**src/sv/gftc_pkg.sv**
```systemverilog
// Package with shared types and constants for the gated four-channel timer.
`timescale 1ns / 1ps
package gftc_pkg;

   // Timer counts and compare values.
   localparam int COUNT_W = 16;
   localparam logic [COUNT_W-1:0] COUNT_MAX = 16'hFFFF;

   // Timers that have mode and compare registers, and timers shown on the result.
   localparam int REG_TIMERS = 4;
   localparam int OUT_TIMERS = 4;
   localparam int TIMER_COUNT_DEFAULT = 4;

   // Configuration port.
   localparam int MODE_W = 10;
   localparam int CSR_INDEX_W = 4;
   localparam int CSR_DATA_W = 16;
   localparam int CSR_MODE_BASE = 0;
   localparam int CSR_COMPARE_BASE = 4;

   // Clock event kinds.
   localparam int KIND_W = 2;
   localparam logic [KIND_W-1:0] CLK_BUS = 2'd0;
   localparam logic [KIND_W-1:0] CLK_BUS16 = 2'd1;
   localparam logic [KIND_W-1:0] CLK_BUS256 = 2'd2;
   localparam logic [KIND_W-1:0] CLK_HBLANK = 2'd3;

   // Gate select and gate modes.
   localparam logic GATE_SEL_HBLANK = 1'b0;
   localparam logic GATE_SEL_VBLANK = 1'b1;
   localparam logic [1:0] GATE_MODE_LEVEL = 2'd0;
   localparam logic [1:0] GATE_MODE_RISE = 2'd1;
   localparam logic [1:0] GATE_MODE_FALL = 2'd2;
   localparam logic [1:0] GATE_MODE_BOTH = 2'd3;

   // Bit positions within a mode word.
   localparam int MODE_CLKSEL_LO = 0;
   localparam int MODE_GATE = 2;
   localparam int MODE_GATESEL = 3;
   localparam int MODE_GATEMODE_LO = 4;
   localparam int MODE_ZRET = 6;
   localparam int MODE_ENABLE = 7;
   localparam int MODE_CMPIRQ = 8;
   localparam int MODE_OVFIRQ = 9;

   // One clock event as seen by every timer. Index 0 of the level pairs is
   // hblank, index 1 is vblank.
   typedef struct packed {
      logic [KIND_W-1:0] kind;
      logic [1:0]        lvl_now;
      logic [1:0]        lvl_before;
   } gate_evt_type;

endpackage

```
**src/sv/gftc_timer.sv**
```systemverilog
// One timer channel: mode and compare registers, count register and its update.
`timescale 1ns / 1ps
module gftc_timer
   import gftc_pkg::*;
#(
   parameter int TIMER_INDEX = 0
) (
   input  logic                   clock,
   input  logic                   reset,
   input  logic                   csr_write_enable,
   input  logic [CSR_INDEX_W-1:0] csr_index,
   input  logic [CSR_DATA_W-1:0]  csr_wdata,
   input  gate_evt_type           evt,
   input  logic                   update,
   output logic [COUNT_W-1:0]     count_after,
   output logic                   irq
);

   localparam logic [CSR_INDEX_W-1:0] MODE_ADDR =
      CSR_INDEX_W'(CSR_MODE_BASE + TIMER_INDEX);
   localparam logic [CSR_INDEX_W-1:0] COMPARE_ADDR =
      CSR_INDEX_W'(CSR_COMPARE_BASE + TIMER_INDEX);

   logic [MODE_W-1:0]  mode_ff;
   logic [COUNT_W-1:0] compare_ff;
   logic [COUNT_W-1:0] count_ff;
   logic [COUNT_W-1:0] count_in;

   logic [1:0]         clksel;
   logic               gsel;
   logic [1:0]         gmode;
   logic               hit;
   logic               gate_on;
   logic               lvl_now;
   logic               lvl_was;
   logic               rise;
   logic               fall;
   logic               gate_clear;
   logic               count_it;
   logic [COUNT_W-1:0] base;
   logic [COUNT_W:0]   incr;
   logic [COUNT_W-1:0] stepped;
   logic               overflow;
   logic               reached;

   always_comb begin
      clksel  = mode_ff[MODE_CLKSEL_LO +: 2];
      gsel    = mode_ff[MODE_GATESEL];
      gmode   = mode_ff[MODE_GATEMODE_LO +: 2];
      hit     = mode_ff[MODE_ENABLE] && (clksel == evt.kind);
      // Gating is ignored when both the clock and the gate are hblank.
      gate_on = mode_ff[MODE_GATE] &&
                !((clksel == CLK_HBLANK) && (gsel == GATE_SEL_HBLANK));
      lvl_now = evt.lvl_now[gsel];
      lvl_was = evt.lvl_before[gsel];
      rise    = lvl_now && !lvl_was;
      fall    = !lvl_now && lvl_was;

      gate_clear = gate_on && (((gmode == GATE_MODE_RISE) && rise) ||
                               ((gmode == GATE_MODE_FALL) && fall) ||
                               ((gmode == GATE_MODE_BOTH) && (rise || fall)));
      count_it   = !(gate_on && (gmode == GATE_MODE_LEVEL) && lvl_now);

      base = gate_clear ? '0 : count_ff;
      incr = {1'b0, base} + {{COUNT_W{1'b0}}, 1'b1};
      if (count_it) begin
         stepped  = incr[COUNT_W-1:0];
         overflow = (base == COUNT_MAX);
      end else begin
         stepped  = base;
         overflow = 1'b0;
      end

      reached = (stepped >= compare_ff);
      irq     = hit && ((mode_ff[MODE_CMPIRQ] && reached) ||
                        (mode_ff[MODE_OVFIRQ] && overflow));

      if (!hit) begin
         count_in = count_ff;
      end else if (mode_ff[MODE_ZRET] && reached) begin
         count_in = '0;
      end else begin
         count_in = stepped;
      end
      count_after = count_in;
   end

   always_ff @(posedge clock) begin
      if (reset) begin
         mode_ff    <= '0;
         compare_ff <= '0;
         count_ff   <= '0;
      end else begin
         if (csr_write_enable && (csr_index == MODE_ADDR)) begin
            mode_ff <= csr_wdata[MODE_W-1:0];
         end
         if (csr_write_enable && (csr_index == COMPARE_ADDR)) begin
            compare_ff <= csr_wdata[COUNT_W-1:0];
         end
         if (update) begin
            count_ff <= count_in;
         end
      end
   end

endmodule

```
**src/sv/gated_four_channel_timer_core.sv**
```systemverilog
// Top level of the gated four-channel timer: input register, timers, result register.
`timescale 1ns / 1ps
//
//   Port group  Direction  Handshake                  Payload
//   req_*       in         req_valid / req_stall      req_mode, hblank/vblank levels
//   rsp_*       out        rsp_valid / rsp_stall      rsp_irq_mask, rsp_count_out0..3
//   csr_*       in         csr_write_enable           csr_index, csr_wdata
//
// Each item passes through the input register and then the result register, which
// drives the rsp ports; both hold their items while the result side stalls.
// The timers update their counts combinationally from the input register, so
// one item is taken in every cycle while the result side keeps up.
// A stalled result holds in the result register while one further item waits
// in the input register; only then does req_stall rise.
// Reset is synchronous and clears the counts, the mode and compare registers
// and both valid flags.
module gated_four_channel_timer_core
   import gftc_pkg::*;
#(
   parameter int TIMER_COUNT = TIMER_COUNT_DEFAULT
) (
   input  logic                   clock,
   input  logic                   reset,

   input  logic                   req_valid,
   output logic                   req_stall,
   input  logic [KIND_W-1:0]      req_mode,
   input  logic                   req_hblank_now,
   input  logic                   req_vblank_now,
   input  logic                   req_hblank_before,
   input  logic                   req_vblank_before,

   output logic                   rsp_valid,
   input  logic                   rsp_stall,
   output logic [OUT_TIMERS-1:0]  rsp_irq_mask,
   output logic [COUNT_W-1:0]     rsp_count_out0,
   output logic [COUNT_W-1:0]     rsp_count_out1,
   output logic [COUNT_W-1:0]     rsp_count_out2,
   output logic [COUNT_W-1:0]     rsp_count_out3,

   input  logic                   csr_write_enable,
   input  logic [CSR_INDEX_W-1:0] csr_index,
   input  logic [CSR_DATA_W-1:0]  csr_wdata
);

   // Only timers that have registers, up to TIMER_COUNT, exist in hardware; any
   // other result slots stay at zero with no interrupt.
   localparam int ACTIVE_TIMERS = (TIMER_COUNT < REG_TIMERS) ? TIMER_COUNT : REG_TIMERS;

   // Input register.
   logic         in_valid_ff;
   logic         in_valid_in;
   gate_evt_type in_evt_ff;
   gate_evt_type req_evt;

   // Result register.
   logic                  out_valid_ff;
   logic                  out_valid_in;
   logic [OUT_TIMERS-1:0] out_irq_ff;
   logic [COUNT_W-1:0]    out_count_ff [OUT_TIMERS];

   logic                  out_free;
   logic                  advance;
   logic                  req_take;
   logic [OUT_TIMERS-1:0] irq_vec;
   logic [COUNT_W-1:0]    count_vec [OUT_TIMERS];

   // The result register can load when empty or when its item leaves now.
   assign out_free  = !out_valid_ff || !rsp_stall;
   // The item in the input register moves on and updates the counts.
   assign advance   = in_valid_ff && out_free;
   assign req_stall = in_valid_ff && !out_free;
   assign req_take  = req_valid && !req_stall;

   assign req_evt.kind       = req_mode;
   assign req_evt.lvl_now    = {req_vblank_now, req_hblank_now};
   assign req_evt.lvl_before = {req_vblank_before, req_hblank_before};

   assign in_valid_in  = req_take || (in_valid_ff && !advance);
   assign out_valid_in = advance || (out_valid_ff && rsp_stall);

   genvar gi;
   generate
      for (gi = 0; gi < OUT_TIMERS; gi++) begin : g_timer
         if (gi < ACTIVE_TIMERS) begin : g_live
            gftc_timer #(
               .TIMER_INDEX (gi)
            ) u_timer (
               .clock            (clock),
               .reset            (reset),
               .csr_write_enable (csr_write_enable),
               .csr_index        (csr_index),
               .csr_wdata        (csr_wdata),
               .evt              (in_evt_ff),
               .update           (advance),
               .count_after      (count_vec[gi]),
               .irq              (irq_vec[gi])
            );
         end else begin : g_absent
            assign count_vec[gi] = '0;
            assign irq_vec[gi]   = 1'b0;
         end
      end
   endgenerate

   always_ff @(posedge clock) begin
      if (reset) begin
         in_valid_ff  <= 1'b0;
         out_valid_ff <= 1'b0;
      end else begin
         in_valid_ff  <= in_valid_in;
         out_valid_ff <= out_valid_in;
      end
   end

   always_ff @(posedge clock) begin
      if (req_take) begin
         in_evt_ff <= req_evt;
      end
      if (advance) begin
         out_irq_ff <= irq_vec;
         for (int i = 0; i < OUT_TIMERS; i++) begin
            out_count_ff[i] <= count_vec[i];
         end
      end
   end

   assign rsp_valid      = out_valid_ff;
   assign rsp_irq_mask   = out_irq_ff;
   assign rsp_count_out0 = out_count_ff[0];
   assign rsp_count_out1 = out_count_ff[1];
   assign rsp_count_out2 = out_count_ff[2];
   assign rsp_count_out3 = out_count_ff[3];

endmodule

```
**config.mk**
```make
export PLATFORM = sky130hd
export DESIGN_NAME = gated_four_channel_timer_core
export DESIGN_NICKNAME = d
export VERILOG_FILES = /design/src/sv/gftc_pkg.sv /design/src/sv/gftc_timer.sv /design/src/sv/gated_four_channel_timer_core.sv
export SDC_FILE = /design/constraint.sdc
export NUM_CORES = 1
export LEC_CHECK = 0
export BUFFER_PORTS_ARGS = -buffer_cell sky130_fd_sc_hd__buf_2
export CAP_MARGIN = 20
export CORE_ASPECT_RATIO = 2
export CORE_MARGIN = 4
export CORE_UTILIZATION = 61
export DETAILED_ROUTE_END_ITERATION = 6
export PLACE_DENSITY_LB_ADDON = 0.12
export SLEW_MARGIN = 20
export SYNTH_ARGS = -nofsm -noshare
export SYNTH_HDL_FRONTEND = slang
export SYNTH_SLANG_ARGS = --single-unit
export TNS_END_PERCENT = 5
```
**constraint.sdc**
```tcl
create_clock -name clock -period 6.9 [get_ports clock]
set_clock_uncertainty 0.15 [all_clocks]
set_input_delay 1.035 -clock clock [delete_from_list [all_inputs] [get_ports clock]]
set_output_delay 1.035 -clock clock [all_outputs]
set_load 0.03 [all_outputs]
```
==> impl_metrics.json, run 1 <==
{
  "status": "finished, final reports clean",
  "via_per_inst": 6.091,
  "vias": 10870,
  "yosys_warnings": 0,
  "p_total_mw": 2.952,
  "antenna_cells": 0,
  "worstPathMaxFanout": 13,
  "crit_path_start_kind": "flip-flop",
  "cts_setup_buffers": 0,
  "cts_buffers": 22,
  "power.leakage_nw": 5.618,
  "initial_core_util": 0.6160,
  "gp_congestion": 0.8931,
  "fmax_mhz": 174.2,
  "grt_overflow_total": 0,
  "syn_area_um2": 13240,
  "drv_slew": 0,
  "finalWirelength_um": 33430,
  "finalHoldViolCount": 0,
  "async_flop_share": 0,
  "clk_path_buf_depth": 3,
  "p_per_area_nw_per_um2": 202.6,
  "cts.repair.resized": 0,
  "gr-max-usage-layer": "met2",
  "clockRootBuffer": "clkbuf_16",
  "fillerInstances": 1821,
  "grt_start_max_net_pins": 66,
  "worst_pin_slew_ns": 1.112,
  "h-tree-depth": 1,
  "grtUsageMet2": 0.5112,
  "dpl-instance-area_um2": 13880,
  "finalSetupTns_ns": 0,
  "min_period_over_period": 0.8318,
  "fin_util": 0.6780,
  "dp_cells": 1744,
  "die_width_um": 112.2,
  "clock-sinks": 244,
  "final_antenna_net_count": 0,
  "cts_tree": "yes",
  "path_class": "reg2reg",
  "synthDistinctLibCells": 65,
  "dieHeight_um": 216.3,
  "ys_ff_latch": 244,
  "mostFrequentLayoutCell": "dfxtp_1",
  "nets": 1602,
  "grt_pass1_vias": 10860,
  "num_rows": 76,
  "clk_latency_ns": 0.54,
  "syn_nets": 1549,
  "core_um2": 21490,
  "syn_to_final_growth_pct": 10.08,
  "finalInstanceArea_um2": 14570,
  "grt_use_total": 0.2729,
  "final_cell_mix": "dfxtp_1, nand2_1, nor2_1, inv_1, buf_2",
  "drv_cap": 0,
  "worst-endpoint-required_ns": 6.99,
  "hold_class": "reg2reg",
  "holdBufCountCts": 0,
  "multi_input_area_um2": 6917,
  "drc": 0,
  "ys_seq_area_frac": 0.4250,
  "dieArea_um2": 24260,
  "irDropWorstVdd_v": 0.0002029,
  "finalCriticalPeriod_ns": 5.739,
  "ios": 101,
  "avgSynthCellArea_um2": 9.180,
  "setup_viol": 0,
  "grt_pass1_wl_um": 54010,
  "portBuffers": 100,
  "wl_per_cell_um": 18.74,
  "grt.met1_usage": 0.2945,
  "register_area_um2": 5625,
  "synthFlopType": "dfxtp_1",
  "synthCells": 1442,
  "antenna_found_initial": 0,
  "grt_use_met3": 0.02682,
  "synth-edff-count": 74,
  "clkSlewWorstSetupHoldPaths_ns": 0.07,
  "arrival_ns": 5.82,
  "firstDrtPassIters": 6,
  "instances_no_fill": 1784,
  "maxSlewHeadroom": 0.2589,
  "worstSetupEndpointType": "flip-flop",
  "place_hpwl_um": 24050,
  "drt_iter0_drc": 577,
  "rsz0062_at_grt": "false",
  "drive_gt1_frac": 0.1284
}
-- critical path, cell delays in order, from the launching register on --
cell	delay, ns
dfxtp_1	0.43
mux2i_1	0.38
inv_1	0.12
ha_1	0.22
nor2b_1	0.13
o21ai_0	0.23
a21o_1	0.43
and2_1	0.25
ha_1	0.24
nand2_1	0.14
nor3_1	0.34
o2111ai_1	0.18
xnor2_1	0.19
nor2_1	0.09
ha_1	0.30
nand4_1	0.12
a211oi_1	0.25
a21oi_1	0.11
buf_4	0.18
nor2_1	0.72
o21ai_0	0.24
-- path summary, 6_finish.rpt --
kind	slack, ns	start	to	cells after the start
worst max-delay path	1.16	g_timer[0].g_live.u_timer.mode_ff[3]$_SDFFE_PP0P_	out_count_ff[0][2]$_DFFE_PP_	20
worst min-delay path	0.30	g_timer[0].g_live.u_timer.compare_ff[4]$_SDFFE_PP0P_	g_timer[0].g_live.u_timer.compare_ff[4]$_SDFFE_PP0P_	2
worst max register to register	1.16	g_timer[0].g_live.u_timer.mode_ff[3]$_SDFFE_PP0P_	out_count_ff[0][2]$_DFFE_PP_	20
worst min register to register	0.30	g_timer[0].g_live.u_timer.compare_ff[4]$_SDFFE_PP0P_	g_timer[0].g_live.u_timer.compare_ff[4]$_SDFFE_PP0P_	2
-- power breakdown --
group          internal (mW)  switching, mW
clock network          0.658          0.549
logic                 0.0637          0.157
registers               1.51         0.0172
-- through the flow --
step / setup slack (ns) / hold slack (ns)
after floorplan: 1.997 / 0.2863
after global placement: 1.505 / 0.2927
after detailed placement: 1.292 / 0.2965
after CTS: 1.252 / 0.3053
after global routing: 0.6489 / 0.3187
final: 1.161 / 0.3041
-- per-layer routing --
layer / up-vias / part of all wire
li1: 5292 / -
met5: - / 0
met2: 286 / 0.54
met1: 5194 / 0.37
met4: 0 / 0.054
met3: 95 / 0.041
-- logic make-up (layout without fill, tap and decap cells) --
family	after synthesis	count (layout)	share of synthesized area
AO/OA/AOI/OAI	315	315	0.1747
XOR/XNOR	59	59	0.03904
adder cells (fa/ha/maj)	76	76	0.07183
buffers and inverters	189	258	0.05369
flip-flops	244	244	0.4250
multiplexers	86	86	0.06928
AND/OR/NAND/NOR	473	473	0.1665
-- registers in the layout (all words and copies together) (netlist names) --
| signal | cells |
|---|---|
| in_evt_ff | 6 |
| rsp_irq_mask | 4 |
| g_timer.g_live.u_timer.compare_ff | 64 |
| g_timer.g_live.u_timer.mode_ff | 40 |
| rsp_valid | 1 |
| g_timer.g_live.u_timer.count_ff | 64 |
| out_count_ff | 64 |
| in_valid_ff | 1 |
-- area by class of cell --
| type | instances | area share |
|---|---|---|
| repair buffers | 114 | 0.04173 |
| flip-flops and latches | 244 | 0.3861 |
| multi-input cells | 1009 | 0.4747 |
| clock buffers | 35 | 0.04534 |
| clock inverters | 5 | 0.001975 |
| well taps | 273 | 0.02344 |
| inverters | 104 | 0.02679 |
-- synthesized netlist by cell type (8+ instances only) --
| cell | n | area [µm²] |
|---|---|---|
| o41ai_1 | 9 | 78.83 |
| o211ai_1 | 22 | 165.2 |
| clkbuf_1 | 79 | 296.5 |
| nand4_1 | 30 | 187.7 |
| a31o_2 | 24 | 210.2 |
| ha_1 | 76 | 950.9 |
| nor2_1 | 147 | 551.8 |
| o31ai_1 | 10 | 75.07 |
| a32o_1 | 15 | 150.1 |
| dfxtp_1 | 170 | 3403 |
| edfxtp_1 | 74 | 2222 |
| nor3_1 | 17 | 85.08 |
| a22o_1 | 48 | 420.4 |
| xnor2_1 | 32 | 280.3 |
| and3_1 | 24 | 150.1 |
| a211oi_1 | 20 | 150.1 |
| and2_1 | 21 | 131.4 |
| o21a_1 | 8 | 60.06 |
| nand3_1 | 33 | 165.2 |
| nand2_1 | 148 | 555.5 |
| o2111ai_1 | 11 | 96.34 |
| and4_1 | 8 | 70.07 |
| o21ai_0 | 29 | 145.1 |
| inv_1 | 104 | 390.4 |
| mux2i_1 | 80 | 800.8 |
| a21oi_1 | 75 | 375.4 |
| xor2_1 | 27 | 236.5 |
(Power assumes the default switching activity.)
==> run 2: changes to the inputs <==
==> constraint.sdc (replaced) <==
create_clock -name clock -period 5.5 [get_ports clock]
set_clock_uncertainty 0.15 [all_clocks]
set_input_delay 0.825 -clock clock [delete_from_list [all_inputs] [get_ports clock]]
set_output_delay 0.825 -clock clock [all_outputs]
set_load 0.03 [all_outputs]
==> run 2 against run 1 <==
Non-clock buffer count is 12 higher. Hold slack got worse by 0.0010 ns. Die area is the same. Routed wire length increased by 2.1%. Critical path type unchanged. Critical endpoint is now out_count_ff[1][1]$_DFFE_PP_. Largest cell class unchanged. Highest routed layer unchanged.
==> impl_metrics.json, run 2 (synthesized netlist as in run 1, its figures left out) <==
{
  "power.leakage_nw": 5.680,
  "cp_top_family": "simple AND/OR/NAND/NOR gates",
  "wl_per_cell_um": 19.01,
  "die_width_um": 112.2,
  "finalCriticalPeriod_ns": 5.135,
  "dieHeight_um": 216.3,
  "rrSetupSlack_ns": 0.37,
  "p_comb_frac": 0.077,
  "fillerInstances": 1811,
  "reg.largest.list": "g_timer.g_live.u_timer.compare_ff: 64 flops, g_timer.g_live.u_timer.count_ff: 64 flops, out_count_ff: 64 flops",
  "clock-sinks": 244,
  "finalSetupTns_ns": 0,
  "gp_congestion": 0.9763,
  "crit_path_start_kind": "flip-flop",
  "ios": 101,
  "nets": 1614,
  "p_per_area_nw_per_um2": 250.2,
  "cts_buffers": 22,
  "initial_core_util": 0.6160,
  "grt_overflow_total": 0,
  "clk_path_buf_depth": 3,
  "drv_cap": 0,
  "critPathMostFrequentCell": "ha_1",
  "grt_start_max_net_pins": 69,
  "core_um2": 21490,
  "pwr-share-clk": 0.402,
  "finalWirelength_um": 34130,
  "clockRootBuffer": "clkbuf_16",
  "hold_class": "reg2reg",
  "fin_util": 0.6829,
  "p_total_mw": 3.671,
  "mostFrequentLayoutCell": "dfxtp_1",
  "vias": 10930,
  "rsz0062_at_grt": "false",
  "cts_setup_buffers": 0,
  "num_rows": 76,
  "grt_pass1_wl_um": 54490,
  "critPathBufInv": 2,
  "via_per_inst": 6.087,
  "h-tree-depth": 1,
  "worst-endpoint-required_ns": 5.62,
  "fmax_mhz": 194.8,
  "syn_to_final_growth_pct": 10.86,
  "finalHoldViolCount": 0,
  "irDropWorstVdd_v": 0.0002860,
  "drc": 0,
  "arrival_ns": 5.26,
  "maxSlewHeadroom": 0.2431,
  "final_antenna_net_count": 0,
  "drv_slew": 0,
  "worstPathMaxFanout": 15,
  "crit_path_top_delay_cell": "dfxtp_1",
  "status": "finished, final reports clean",
  "seq_power_share": 0.521,
  "holdBufCountCts": 0,
  "antenna_found_initial": 0,
  "dieArea_um2": 24260,
  "cts_tree": "yes",
  "clkSlewWorstSetupHoldPaths_ns": 0.06,
  "place_hpwl_um": 24960,
  "path_class": "reg2reg",
  "firstDrtPassIters": 5,
  "crit_cells": 19,
  "drive_gt1_frac": 0.1366,
  "clk_latency_ns": 0.53,
  "min_period_over_period": 0.9336,
  "antenna_cells": 0,
  "grt_pass1_vias": 10830,
  "final_cell_mix": "dfxtp_1, nand2_1, nor2_1, inv_1, buf_2",
  "grt_use_total": 0.2752,
  "portBuffers": 100,
  "drt_iter0_drc": 581,
  "internal_power_mw": 2.775,
  "p_sw_frac": 0.2440,
  "path_cells": "mux2i_1, inv_1, ha_1, or2_2, a31oi_1, or2_2, and2_1, ha_1, and4_1, o21ai_0, o21a_1, a21o_1, ha_1, nand2_1, nor3_1, a31o_2, nand2_1, buf_12, a221o_1",
  "worst_pin_slew_ns": 1.131,
  "worstSetupEndpointType": "flip-flop",
  "cts.repair.resized": 0,
  "slowest_delay_ns": 0.45,
  "hold_depth": 2,
  "setup_viol": 0,
  "power_switching_mw": 0.8958,
  "r2r_cells": 19
}
-- run 2: changes by cell type in the layout (fill, tap and decap cells not counted), sizes merged --
cell    change
clkbuf      -1
inv         +1
buf        +12
-- run 2: cell type report --
type                    instances  area [µm²]  share of cell area
multi-input cells            1009        6929              0.4722
flip-flops and latches        244        5625              0.3833
repair buffers                126       710.7             0.04843
clock buffers                  34       635.6             0.04331
inverters                     104       390.4             0.02660
well taps                     273       341.6             0.02328
clock inverters                 6       42.54            0.002899
-- run 2: metal layers --
layer,GRT usage,vias up,routed length [µm]
li1,-,5326,-
met2,0.5042,318,18080
met1,0.2958,5178,12410
met5,0,-,0
met3,0.03437,110,1577
met4,0.1673,0,2062
-- run 2: worst paths after layout --
check / start / end
min: g_timer[3].g_live.u_timer.compare_ff[9]$_SDFFE_PP0P_ / g_timer[3].g_live.u_timer.compare_ff[9]$_SDFFE_PP0P_
max: g_timer[1].g_live.u_timer.mode_ff[3]$_SDFFE_PP0P_ / out_count_ff[1][1]$_DFFE_PP_
min reg2reg: g_timer[3].g_live.u_timer.compare_ff[9]$_SDFFE_PP0P_ / g_timer[3].g_live.u_timer.compare_ff[9]$_SDFFE_PP0P_
max reg2reg: g_timer[1].g_live.u_timer.mode_ff[3]$_SDFFE_PP0P_ / out_count_ff[1][1]$_DFFE_PP_
-- run 2: worst register-to-register path, cell delays in order (launching register included) --
cell and delay [ns]:
dfxtp_1 0.45, mux2i_1 0.32, inv_1 0.11, ha_1 0.22, or2_2 0.27, a31oi_1 0.20, or2_2 0.18, and2_1 0.19
ha_1 0.24, and4_1 0.26, o21ai_0 0.18, o21a_1 0.27, a21o_1 0.19, ha_1 0.27, nand2_1 0.07, nor3_1 0.28
a31o_2 0.26, nand2_1 0.23, buf_12 0.24, a221o_1 0.29
-- run 2: stage by stage --
step | instances | instance area, µm² | hold WS (ns) | setup slack [ns]
6_report | 1796 | 14680 | 0.3031 | 0.3654
5_1_grt | 1796 | 14680 | 0.3074 | 0.02561
4_1_cts | 1796 | 14660 | 0.2978 | 0.3856
3_5_place_dp | 1756 | 13980 | 0.2963 | 0.3742
3_3_place_gp | 1755 | 13970 | 0.2921 | 0.5498
2_1_floorplan | 1442 | 13240 | 0.2863 | 0.5971
-- run 2: power by group through the flow --
stage / sequential (mW) / combinational [mW] / clock [mW]
after global routing: 1.92 / 0.306 / 1.58
after floorplan: 1.99 / 0.142 / 0
final: 1.91 / 0.284 / 1.48
after global placement: 1.95 / 0.275 / 0
after CTS: 1.91 / 0.282 / 1.51
after detailed placement: 1.95 / 0.281 / 0
